$ cat src/rtl/core/pdri_pkg.sv
// Shared types, constants and the arctangent table for the pose integrator.
package pdri_pkg;

    localparam int ITER_W   = 5;
    localparam int ATAN_LEN = 24;
    localparam int X_W      = 36;
    localparam int Z_W      = 34;
    localparam int MA_W     = 34;
    localparam int MB_W     = 31;
    localparam int PROD_W   = MA_W + MB_W;

    localparam logic signed [MB_W-1:0] INV_GAIN_Q30  = 31'sd652032874;
    localparam logic signed [MB_W-1:0] RAD_TO_BAM_Q16 = 31'sd683565276;

    localparam logic [ITER_W-1:0] SCALE_LAST = 5'd6;

    localparam logic [1:0] REG_INIT_X       = 2'd0;
    localparam logic [1:0] REG_INIT_Y       = 2'd1;
    localparam logic [1:0] REG_INIT_HEADING = 2'd2;

    localparam logic [15:0] QUARTER_TURN = 16'h4000;
    localparam logic [15:0] HALF_TURN    = 16'h8000;

    typedef enum logic [1:0] {
        ST_IDLE,
        ST_ROTATE,
        ST_SCALE,
        ST_WRITE
    } state_t;

    typedef enum logic [3:0] {
        MUL_NONE,
        MUL_XLO,
        MUL_XHI,
        MUL_YLO,
        MUL_YHI,
        MUL_RXDT,
        MUL_RYDT,
        MUL_WDT,
        MUL_WBAM
    } mul_op_t;

    typedef struct packed {
        logic              start;
        logic              rotate;
        logic [ITER_W-1:0] iter;
        mul_op_t           mul_op;
        logic              write;
        logic              load;
    } cmd_t;

    function automatic logic signed [Z_W-1:0] atan_entry(input logic [ITER_W-1:0] idx);
        logic signed [Z_W-1:0] v;
        case (idx)
            5'd0:    v = 34'sh020000000;
            5'd1:    v = 34'sh012E4051E;
            5'd2:    v = 34'sh009FB385B;
            5'd3:    v = 34'sh0051111D4;
            5'd4:    v = 34'sh0028B0D43;
            5'd5:    v = 34'sh00145D7E1;
            5'd6:    v = 34'sh000A2F61E;
            5'd7:    v = 34'sh000517C55;
            5'd8:    v = 34'sh00028BE53;
            5'd9:    v = 34'sh000145F2F;
            5'd10:   v = 34'sh0000A2F98;
            5'd11:   v = 34'sh0000517CC;
            5'd12:   v = 34'sh000028BE6;
            5'd13:   v = 34'sh0000145F3;
            5'd14:   v = 34'sh00000A2FA;
            5'd15:   v = 34'sh00000517D;
            5'd16:   v = 34'sh0000028BE;
            5'd17:   v = 34'sh00000145F;
            5'd18:   v = 34'sh000000A30;
            5'd19:   v = 34'sh000000518;
            5'd20:   v = 34'sh00000028C;
            5'd21:   v = 34'sh000000146;
            5'd22:   v = 34'sh0000000A3;
            5'd23:   v = 34'sh000000051;
            default: v = '0;
        endcase
        return v;
    endfunction

endpackage

$ cat src/rtl/core/pdri_regs.sv
// APB register file holding the initial pose.
module pdri_regs
    import pdri_pkg::*;
(
    input  logic        clk,
    input  logic        rst_n,
    input  logic        psel,
    input  logic        penable,
    input  logic        pwrite,
    input  logic [3:0]  paddr,
    input  logic [31:0] pwdata,
    output logic [31:0] prdata,
    output logic        pready,
    output logic [31:0] init_x,
    output logic [31:0] init_y,
    output logic [15:0] init_heading
);

    logic [31:0] init_x_reg;
    logic [31:0] init_y_reg;
    logic [15:0] init_heading_reg;
    logic        wr_en;

    assign pready = 1'b1;
    assign wr_en  = psel && penable && pwrite;

    always_ff @(posedge clk or negedge rst_n)
    begin
        if (!rst_n)
        begin
            init_x_reg       <= '0;
            init_y_reg       <= '0;
            init_heading_reg <= '0;
        end
        else if (wr_en)
        begin
            unique case (paddr[3:2])
                REG_INIT_X:       init_x_reg       <= pwdata;
                REG_INIT_Y:       init_y_reg       <= pwdata;
                REG_INIT_HEADING: init_heading_reg <= pwdata[15:0];
                default:          ;
            endcase
        end
    end

    always_comb
    begin
        unique case (paddr[3:2])
            REG_INIT_X:       prdata = init_x_reg;
            REG_INIT_Y:       prdata = init_y_reg;
            REG_INIT_HEADING: prdata = {16'b0, init_heading_reg};
            default:          prdata = '0;
        endcase
    end

    assign init_x       = init_x_reg;
    assign init_y       = init_y_reg;
    assign init_heading = init_heading_reg;

endmodule

$ cat src/rtl/core/pdri_ctrl.sv
// Sequencer: CORDIC iterations, multiplier schedule and output handshake.
module pdri_ctrl
    import pdri_pkg::*;
#(
    parameter int CORDIC_ITERATIONS = 16
)
(
    input  logic clk,
    input  logic rst_n,
    input  logic in_valid,
    output logic in_stall,
    input  logic op,
    output logic out_valid,
    input  logic out_stall,
    output cmd_t cmd
);

    state_t            state_reg, state_next;
    logic [ITER_W-1:0] cnt_reg, cnt_next;
    logic              op_reg, op_next;
    logic              out_valid_reg, out_valid_next;

    always_ff @(posedge clk or negedge rst_n)
    begin
        if (!rst_n)
        begin
            state_reg     <= ST_IDLE;
            cnt_reg       <= '0;
            op_reg        <= 1'b0;
            out_valid_reg <= 1'b0;
        end
        else
        begin
            state_reg     <= state_next;
            cnt_reg       <= cnt_next;
            op_reg        <= op_next;
            out_valid_reg <= out_valid_next;
        end
    end

    always_comb
    begin
        state_next     = state_reg;
        cnt_next       = cnt_reg;
        op_next        = op_reg;
        out_valid_next = out_valid_reg && out_stall;
        in_stall       = 1'b1;
        cmd            = '{start: 1'b0, rotate: 1'b0, iter: '0, mul_op: MUL_NONE,
                           write: 1'b0, load: 1'b0};
        unique case (state_reg)
            ST_IDLE:
            begin
                in_stall = 1'b0;
                if (in_valid)
                begin
                    cmd.start  = 1'b1;
                    op_next    = op;
                    cnt_next   = '0;
                    state_next = op ? ST_WRITE : ST_ROTATE;
                end
            end
            ST_ROTATE:
            begin
                cmd.rotate = 1'b1;
                cmd.iter   = cnt_reg;
                // heading products ride along while the rotation runs
                if (cnt_reg == 5'd0)
                    cmd.mul_op = MUL_WDT;
                else if (cnt_reg == 5'd1)
                    cmd.mul_op = MUL_WBAM;
                if (cnt_reg == ITER_W'(CORDIC_ITERATIONS - 1))
                begin
                    cnt_next   = '0;
                    state_next = ST_SCALE;
                end
                else
                    cnt_next = cnt_reg + 5'd1;
            end
            ST_SCALE:
            begin
                case (cnt_reg)
                    5'd0:    cmd.mul_op = MUL_XLO;
                    5'd1:    cmd.mul_op = MUL_YLO;
                    5'd2:    cmd.mul_op = MUL_XHI;
                    5'd3:    cmd.mul_op = MUL_YHI;
                    5'd4:    cmd.mul_op = MUL_RXDT;
                    5'd5:    cmd.mul_op = MUL_RYDT;
                    default: cmd.mul_op = MUL_NONE;
                endcase
                if (cnt_reg == SCALE_LAST)
                    state_next = ST_WRITE;
                else
                    cnt_next = cnt_reg + 5'd1;
            end
            ST_WRITE:
            begin
                if (!out_valid_reg || !out_stall)
                begin
                    cmd.write      = 1'b1;
                    cmd.load       = op_reg;
                    out_valid_next = 1'b1;
                    state_next     = ST_IDLE;
                end
            end
            default:
                state_next = ST_IDLE;
        endcase
    end

    assign out_valid = out_valid_reg;

endmodule

$ cat src/rtl/core/pdri_datapath.sv
// Pose state, CORDIC rotator, shared multiplier and output registers.
module pdri_datapath
    import pdri_pkg::*;
(
    input  logic               clk,
    input  logic               rst_n,
    input  cmd_t               cmd,
    input  logic signed [15:0] vel_x,
    input  logic signed [15:0] vel_y,
    input  logic signed [15:0] yaw_rate,
    input  logic [15:0]        elapsed,
    input  logic [31:0]        init_x,
    input  logic [31:0]        init_y,
    input  logic [15:0]        init_heading,
    output logic signed [31:0] pos_x,
    output logic signed [31:0] pos_y,
    output logic [15:0]        heading
);

    localparam logic signed [31:0] POS_MAX = 32'sh7FFFFFFF;
    localparam logic signed [31:0] POS_MIN = 32'sh80000000;

    logic signed [X_W-1:0]    x_reg, y_reg;
    logic signed [Z_W-1:0]    z_reg;
    logic signed [15:0]       yaw_reg;
    logic [15:0]              dt_reg;
    logic signed [PROD_W-1:0] prod_reg;
    mul_op_t                  tag_reg;
    logic [47:0]              gx_reg, gy_reg;
    logic signed [MA_W-1:0]   rx_reg, ry_reg;
    logic signed [MA_W-1:0]   dx_reg, dy_reg;
    logic [15:0]              dh_reg;
    logic signed [31:0]       pose_x_reg, pose_y_reg;
    logic [15:0]              pose_h_reg;
    logic signed [31:0]       pos_x_reg, pos_y_reg;
    logic [15:0]              heading_reg;

    // quadrant fold and CORDIC seed
    logic                     fold;
    logic signed [16:0]       vx_ext, vy_ext, vx_f, vy_f;
    logic [15:0]              h_f;

    assign fold   = ((pose_h_reg + QUARTER_TURN) & HALF_TURN) != 16'h0;
    assign vx_ext = 17'(vel_x);
    assign vy_ext = 17'(vel_y);
    assign vx_f   = fold ? -vx_ext : vx_ext;
    assign vy_f   = fold ? -vy_ext : vy_ext;
    assign h_f    = fold ? (pose_h_reg ^ HALF_TURN) : pose_h_reg;

    logic signed [X_W-1:0] xs, ys;
    logic signed [Z_W-1:0] atan_v;

    assign xs     = x_reg >>> cmd.iter;
    assign ys     = y_reg >>> cmd.iter;
    assign atan_v = atan_entry(cmd.iter);

    always_ff @(posedge clk)
    begin
        if (cmd.start)
        begin
            x_reg   <= {{3{vx_f[16]}}, vx_f, 16'b0};
            y_reg   <= {{3{vy_f[16]}}, vy_f, 16'b0};
            z_reg   <= {{2{h_f[15]}}, h_f, 16'b0};
            yaw_reg <= yaw_rate;
            dt_reg  <= elapsed;
        end
        else if (cmd.rotate)
        begin
            if (!z_reg[Z_W-1])
            begin
                x_reg <= x_reg - ys;
                y_reg <= y_reg + xs;
                z_reg <= z_reg - atan_v;
            end
            else
            begin
                x_reg <= x_reg + ys;
                y_reg <= y_reg - xs;
                z_reg <= z_reg + atan_v;
            end
        end
    end

    // shared multiplier
    logic signed [MA_W-1:0] mul_a;
    logic signed [MB_W-1:0] mul_b;
    logic signed [MB_W-1:0] dt_b;

    assign dt_b = $signed({15'b0, dt_reg});

    always_comb
    begin
        mul_a = '0;
        mul_b = '0;
        case (cmd.mul_op)
            MUL_XLO:
            begin
                mul_a = $signed({16'b0, x_reg[17:0]});
                mul_b = INV_GAIN_Q30;
            end
            MUL_XHI:
            begin
                mul_a = MA_W'($signed(x_reg[X_W-1:18]));
                mul_b = INV_GAIN_Q30;
            end
            MUL_YLO:
            begin
                mul_a = $signed({16'b0, y_reg[17:0]});
                mul_b = INV_GAIN_Q30;
            end
            MUL_YHI:
            begin
                mul_a = MA_W'($signed(y_reg[X_W-1:18]));
                mul_b = INV_GAIN_Q30;
            end
            MUL_RXDT:
            begin
                mul_a = rx_reg;
                mul_b = dt_b;
            end
            MUL_RYDT:
            begin
                mul_a = ry_reg;
                mul_b = dt_b;
            end
            MUL_WDT:
            begin
                mul_a = MA_W'(yaw_reg);
                mul_b = dt_b;
            end
            MUL_WBAM:
            begin
                mul_a = $signed(prod_reg[MA_W-1:0]);
                mul_b = RAD_TO_BAM_Q16;
            end
            default:
            begin
                mul_a = '0;
                mul_b = '0;
            end
        endcase
    end

    always_ff @(posedge clk or negedge rst_n)
    begin
        if (!rst_n)
            tag_reg <= MUL_NONE;
        else
            tag_reg <= cmd.mul_op;
    end

    always_ff @(posedge clk)
    begin
        prod_reg <= PROD_W'(mul_a) * PROD_W'(mul_b);
    end

    // product consumers
    logic [47:0]              g_sel;
    logic signed [67:0]       gsum;
    logic signed [PROD_W-1:0] dsum, bsum;

    assign g_sel = (tag_reg == MUL_YHI) ? gy_reg : gx_reg;
    assign gsum  = (68'($signed(prod_reg[47:0])) <<< 18) + $signed({20'b0, g_sel})
                 + 68'sd536870912;
    assign dsum  = prod_reg + 65'sd8388608;
    assign bsum  = prod_reg + 65'sd549755813888;

    always_ff @(posedge clk)
    begin
        case (tag_reg)
            MUL_XLO:  gx_reg <= prod_reg[47:0];
            MUL_YLO:  gy_reg <= prod_reg[47:0];
            MUL_XHI:  rx_reg <= gsum[63:30];
            MUL_YHI:  ry_reg <= gsum[63:30];
            MUL_RXDT: dx_reg <= dsum[57:24];
            MUL_RYDT: dy_reg <= dsum[57:24];
            MUL_WBAM: dh_reg <= bsum[55:40];
            default:  ;
        endcase
    end

    // pose update with saturation, or load of the initial pose
    logic signed [MA_W-1:0] sum_x, sum_y;
    logic signed [31:0]     px_next, py_next;
    logic [15:0]            ph_next;

    assign sum_x = MA_W'(pose_x_reg) + dx_reg;
    assign sum_y = MA_W'(pose_y_reg) + dy_reg;

    always_comb
    begin
        if (cmd.load)
        begin
            px_next = $signed(init_x);
            py_next = $signed(init_y);
            ph_next = init_heading;
        end
        else
        begin
            if (sum_x > MA_W'(POS_MAX))
                px_next = POS_MAX;
            else if (sum_x < MA_W'(POS_MIN))
                px_next = POS_MIN;
            else
                px_next = sum_x[31:0];
            if (sum_y > MA_W'(POS_MAX))
                py_next = POS_MAX;
            else if (sum_y < MA_W'(POS_MIN))
                py_next = POS_MIN;
            else
                py_next = sum_y[31:0];
            ph_next = pose_h_reg + dh_reg;
        end
    end

    always_ff @(posedge clk or negedge rst_n)
    begin
        if (!rst_n)
        begin
            pose_x_reg <= '0;
            pose_y_reg <= '0;
            pose_h_reg <= '0;
        end
        else if (cmd.write)
        begin
            pose_x_reg <= px_next;
            pose_y_reg <= py_next;
            pose_h_reg <= ph_next;
        end
    end

    always_ff @(posedge clk)
    begin
        if (cmd.write)
        begin
            pos_x_reg   <= px_next;
            pos_y_reg   <= py_next;
            heading_reg <= ph_next;
        end
    end

    assign pos_x   = pos_x_reg;
    assign pos_y   = pos_y_reg;
    assign heading = heading_reg;

endmodule

$ cat src/rtl/core/pose_dead_reckoning_integrator_top.sv
// Planar dead-reckoning pose integrator: top level.
// Integrate beat: one rotator step per cycle, then seven slots of the shared multiplier,
// then the result is registered in ST_WRITE, which waits while out_stall holds an earlier one.
// The next beat is accepted in the cycle after the result is registered. Load beat: the
// initial pose is registered in ST_WRITE directly, and the next beat is accepted after it.
// Reset clears pose and initial-pose registers to zero; no output beat pending.
module pose_dead_reckoning_integrator_top
    import pdri_pkg::*;
#(
    parameter int CORDIC_ITERATIONS = 16
)
(
    input  logic               clk,
    input  logic               rst_n,
    input  logic               in_valid,
    output logic               in_stall,
    input  logic               op,
    input  logic signed [15:0] vel_x,
    input  logic signed [15:0] vel_y,
    input  logic signed [15:0] yaw_rate,
    input  logic [15:0]        elapsed,
    output logic               out_valid,
    input  logic               out_stall,
    output logic signed [31:0] pos_x,
    output logic signed [31:0] pos_y,
    output logic [15:0]        heading,
    input  logic               psel,
    input  logic               penable,
    input  logic               pwrite,
    input  logic [3:0]         paddr,
    input  logic [31:0]        pwdata,
    output logic [31:0]        prdata,
    output logic               pready
);

    cmd_t        cmd;
    logic [31:0] init_x;
    logic [31:0] init_y;
    logic [15:0] init_heading;

    pdri_regs u_regs (
        .clk          (clk),
        .rst_n        (rst_n),
        .psel         (psel),
        .penable      (penable),
        .pwrite       (pwrite),
        .paddr        (paddr),
        .pwdata       (pwdata),
        .prdata       (prdata),
        .pready       (pready),
        .init_x       (init_x),
        .init_y       (init_y),
        .init_heading (init_heading)
    );

    pdri_ctrl #(
        .CORDIC_ITERATIONS (CORDIC_ITERATIONS)
    ) u_ctrl (
        .clk       (clk),
        .rst_n     (rst_n),
        .in_valid  (in_valid),
        .in_stall  (in_stall),
        .op        (op),
        .out_valid (out_valid),
        .out_stall (out_stall),
        .cmd       (cmd)
    );

    pdri_datapath u_datapath (
        .clk          (clk),
        .rst_n        (rst_n),
        .cmd          (cmd),
        .vel_x        (vel_x),
        .vel_y        (vel_y),
        .yaw_rate     (yaw_rate),
        .elapsed      (elapsed),
        .init_x       (init_x),
        .init_y       (init_y),
        .init_heading (init_heading),
        .pos_x        (pos_x),
        .pos_y        (pos_y),
        .heading      (heading)
    );

endmodule

$ cat config.mk
export PLATFORM = sky130hd
export DESIGN_NAME = pose_dead_reckoning_integrator_top
export DESIGN_NICKNAME = d
export VERILOG_FILES = /design/src/rtl/core/pdri_pkg.sv /design/src/rtl/core/pdri_regs.sv /design/src/rtl/core/pdri_ctrl.sv /design/src/rtl/core/pdri_datapath.sv /design/src/rtl/core/pose_dead_reckoning_integrator_top.sv
export SDC_FILE = /design/constraint.sdc
export NUM_CORES = 2
export LEC_CHECK = 0
export ABC_AREA = 1
export BUFFER_PORTS_ARGS = -buffer_cell sky130_fd_sc_hd__buf_2
export CORE_MARGIN = 5
export CORE_UTILIZATION = 62
export DETAILED_ROUTE_END_ITERATION = 12
export HOLD_SLACK_MARGIN = 0.12
export PLACE_DENSITY = 0.87
export SKIP_LAST_GASP = 1
export SLEW_MARGIN = 25
export SYNTH_ARGS = -nofsm -noshare
export SYNTH_HDL_FRONTEND = slang
export SYNTH_SLANG_ARGS = --single-unit
$ cat constraint.sdc
create_clock -name clk -period 18.3 [get_ports clk]
set_input_delay 0 -clock clk [delete_from_list [all_inputs] [get_ports clk]]
set_output_delay 0 -clock clk [all_outputs]
set_load 0.01 [all_outputs]
==> impl_metrics.ini <==
[status]
outcome = finished clean

[floorplanning]
core_region_area_um2 = 123000
initial_standard_cell_utilization_of_the_core = 0.622
chipHeight_um = 362
dieWidth_um = 362
placementRows = 129
top_level_ports = 223
die-area_um2 = 131000

[grt]
global_routing_met1_resource_utilization = 0.546
first_pass_grt_wire_length_um = 415000
antenna_found_initial = 8
global_route.usage.met3 = 0.0971
gr_usage_total = 0.415
grt_most_used_layer = met2
globalRouteOverflowTotal = 0
gr-usage-met2 = 0.651
maximum_number_of_pins_on_one_net_before_global_route_repair = 105
grt_pass1_vias = 70224

[worst_setup_path]
critical_path_buf_inv_count = 13
cpLargestDelayFamily = adder cells
cp-end-kind = flip-flop
crit_slowest_cell = sky130_fd_sc_hd__o21ai_0
cp_common_cell = sky130_fd_sc_hd__fa_1
data_required_critical_path_ns = 18.87
critical_path.max_fanout = 46
arrival_time_at_the_worst_endpoint_ns = 12.77
cpPeakStageDelay_ns = 0.59
criticalPathCategory = flip-flop to flip-flop
worst_setup_path_start_kind = flip-flop

[final_layout]
final_layout_size_suffix_gt1_frac = 0.0652
fin_nets = 11366
highest_count_cells_in_the_layout_ignoring_fill_and_taps = sky130_fd_sc_hd__nand2_1 (2,136), sky130_fd_sc_hd__inv_1 (1,670), sky130_fd_sc_hd__fa_1 (926)
n_fill_cell = 9917
mostFrequentLayoutCell = sky130_fd_sc_hd__nand2_1
area_delta_synth_final_pct = 9.34
final_design_area_no_fill_um2 = 84000
largest_register_ff_count = 58

[clock_tree]
numCtsBuffers = 78
clock_path_buffers = 3
clk_root_buffer_cell = sky130_fd_sc_hd__clkbuf_16
clock_pin_slew_worst_setup_and_hold_paths_ns = 0.06
cts_tree = done
source_to_sink_clock_delay_at_the_later_pin_of_the_worst_skew_pair_ns = 0.72
numClockSinks = 661
htree_levels = 3
cts_resized = 0

[yosys]
ys_ff_latch = 661
synth_flop_cell = sky130_fd_sc_hd__edfxtp_1
synth.top_cells.by_area = sky130_fd_sc_hd__fa_1 (24%), sky130_fd_sc_hd__edfxtp_1 (15%), sky130_fd_sc_hd__nand2_1 (10%), sky130_fd_sc_hd__inv_1 (8.2%), sky130_fd_sc_hd__ha_1 (7.8%)
synth_area_per_cell_um2 = 8.02
synthesis.yosys.warnings = 0
synth-edff-count = 382
synth_cell_types = 70
synth_async_sr_flop_share = 0.262
post-synth-top-area-cell = sky130_fd_sc_hd__fa_1
postSynthCellCount = 9577
syn-num-nets = 11088
syn-cell-area_um2 = 76800
share_of_yosys_cell_area_claimed_by_the_top_area_cell_type = 0.241
yosysSeqAreaShare = 0.233

[job]
cap_violations = 0

[routing]
drtIter0Drc = 8997
detailedRoute.firstPassIterationCount = 7
detailroute.via_count = 70131
routed_wire_length_per_instance_um = 23.8
vias_per_cell = 6.07
drt.antenna.violating_nets = 0
total_detailed_routing_wirelength_um = 275000
detail_route.drc_violations = 0

[sta]
tns_ns = 0
setup_violations = 0
fin_crit_sh = 0.667
report.final.slew_viol_count = 0
timing.final.hold_violations = 0
fmax_ghz = 0.0820
tightestPinTransition_ns = 1.14
slew-limit-headroom = 0.234
final_skew_ns = 0.0639
fin_crit_ns = 12.20
rsz0062_at_grt = false

[placement]
portBuffers = 219
placedInstanceArea_um2 = 79300
hpwlAfterDp_um = 217000
gp_congestion = 1.07

[min_path]
hold_path_class = input port to flip-flop
## Yosys cell counts, types with 74 or more instances
library cell	number
sky130_fd_sc_hd__nand2_1	2141
sky130_fd_sc_hd__xnor2_1	127
sky130_fd_sc_hd__xor2_1	215
sky130_fd_sc_hd__nor3_1	80
sky130_fd_sc_hd__o22ai_1	74
sky130_fd_sc_hd__nor2_1	824
sky130_fd_sc_hd__clkbuf_1	152
sky130_fd_sc_hd__nand3_1	561
sky130_fd_sc_hd__dfrtp_1	173
sky130_fd_sc_hd__dfxtp_1	106
sky130_fd_sc_hd__edfxtp_1	382
sky130_fd_sc_hd__a21oi_1	431
sky130_fd_sc_hd__ha_1	477
sky130_fd_sc_hd__o21ai_0	438
sky130_fd_sc_hd__fa_1	926
sky130_fd_sc_hd__inv_1	1675
## per-stage QoR
step,hold WS (ns),setup WS (ns),utilization,instances
4_1_cts,0.120,6.35,0.680,11558
3_5_place_dp,0.178,6.33,0.642,11222
6_report,0.146,6.10,0.680,11560
5_1_grt,0.165,5.79,0.680,11559
2_1_floorplan,-0.296,9.00,-,9577
3_3_place_gp,0.176,6.51,0.642,11222
## per-layer routing
layer	vias to the layer above	wire length (um)	share of wire
li1	30936	-	-
met3	990	31200	0.11
met4	10	17400	0.063
met2	4420	122000	0.44
met1	33775	105000	0.38
met5	-	69	0.00025
## final timing paths
kind	from	to	slack, ns	cells after the start
worst max-delay path	u_ctrl.state_reg[1]	u_datapath.prod_reg[43]	6.10	41
worst min-delay path	pwdata[14]	u_regs.init_heading[14]	0.15	4
worst max register to register	u_ctrl.state_reg[1]	u_datapath.prod_reg[43]	6.10	41
worst min register to register	u_datapath.z_reg[15]	u_datapath.z_reg[15]	0.48	2
max in group asynchronous	rst_n	u_datapath.pose_y_reg[26]	17.25	4
min in group asynchronous	rst_n	u_regs.init_y[0]	0.43	4
## cells by family (layout without fill, tap and decap cells)
logic type | count (synthesis) | after routing | share of synthesized area
AND/OR/NAND/NOR | 3797 | 3797 | 0.205
adder cells (fa/ha/maj) | 1403 | 1403 | 0.319
flip-flops | 661 | 661 | 0.233
other | 2 | 4 | 0.0000977
buffers and inverters | 2025 | 2369 | 0.102
XOR/XNOR | 342 | 342 | 0.0390
AO/OA/AOI/OAI | 1341 | 1341 | 0.101
multiplexers | 6 | 6 | 0.000847
## worst reg2reg max path, delay by kind of cell (launching register included)
family                     cells  cell delay [ns]
adders and majority gates     10             4.57
AOI/OAI and AO/OA              4             1.40
DFF                            1             0.42
buffers and inverters         13             2.85
and+or+nand+nor               13             2.65
xor gates and xnor gates       1             0.18
## repair_timing
item	in CTS	in global routing
buffers inserted	0	0
hold endpoints to repair	292	0
hold buffers	190	0
## cell type report
| type | instances | area (um2) | area share |
|---|---|---|---|
| Inverter | 1745 | 6550 | 0.0780 |
| Clock buffer | 100 | 2200 | 0.0262 |
| Tap cell | 1637 | 2050 | 0.0244 |
| Clock inverter | 46 | 541 | 0.00643 |
| Antenna cell | 2 | 5.00 | 0.0000596 |
| Timing Repair Buffer | 478 | 3550 | 0.0422 |
| Multi-Input combinational cell | 6891 | 51200 | 0.609 |
| Sequential cell | 661 | 17900 | 0.213 |
Power is left out: the tool's default activity adds up to more than one toggle a clock period on the data nets, which glitch-free logic cannot reach.
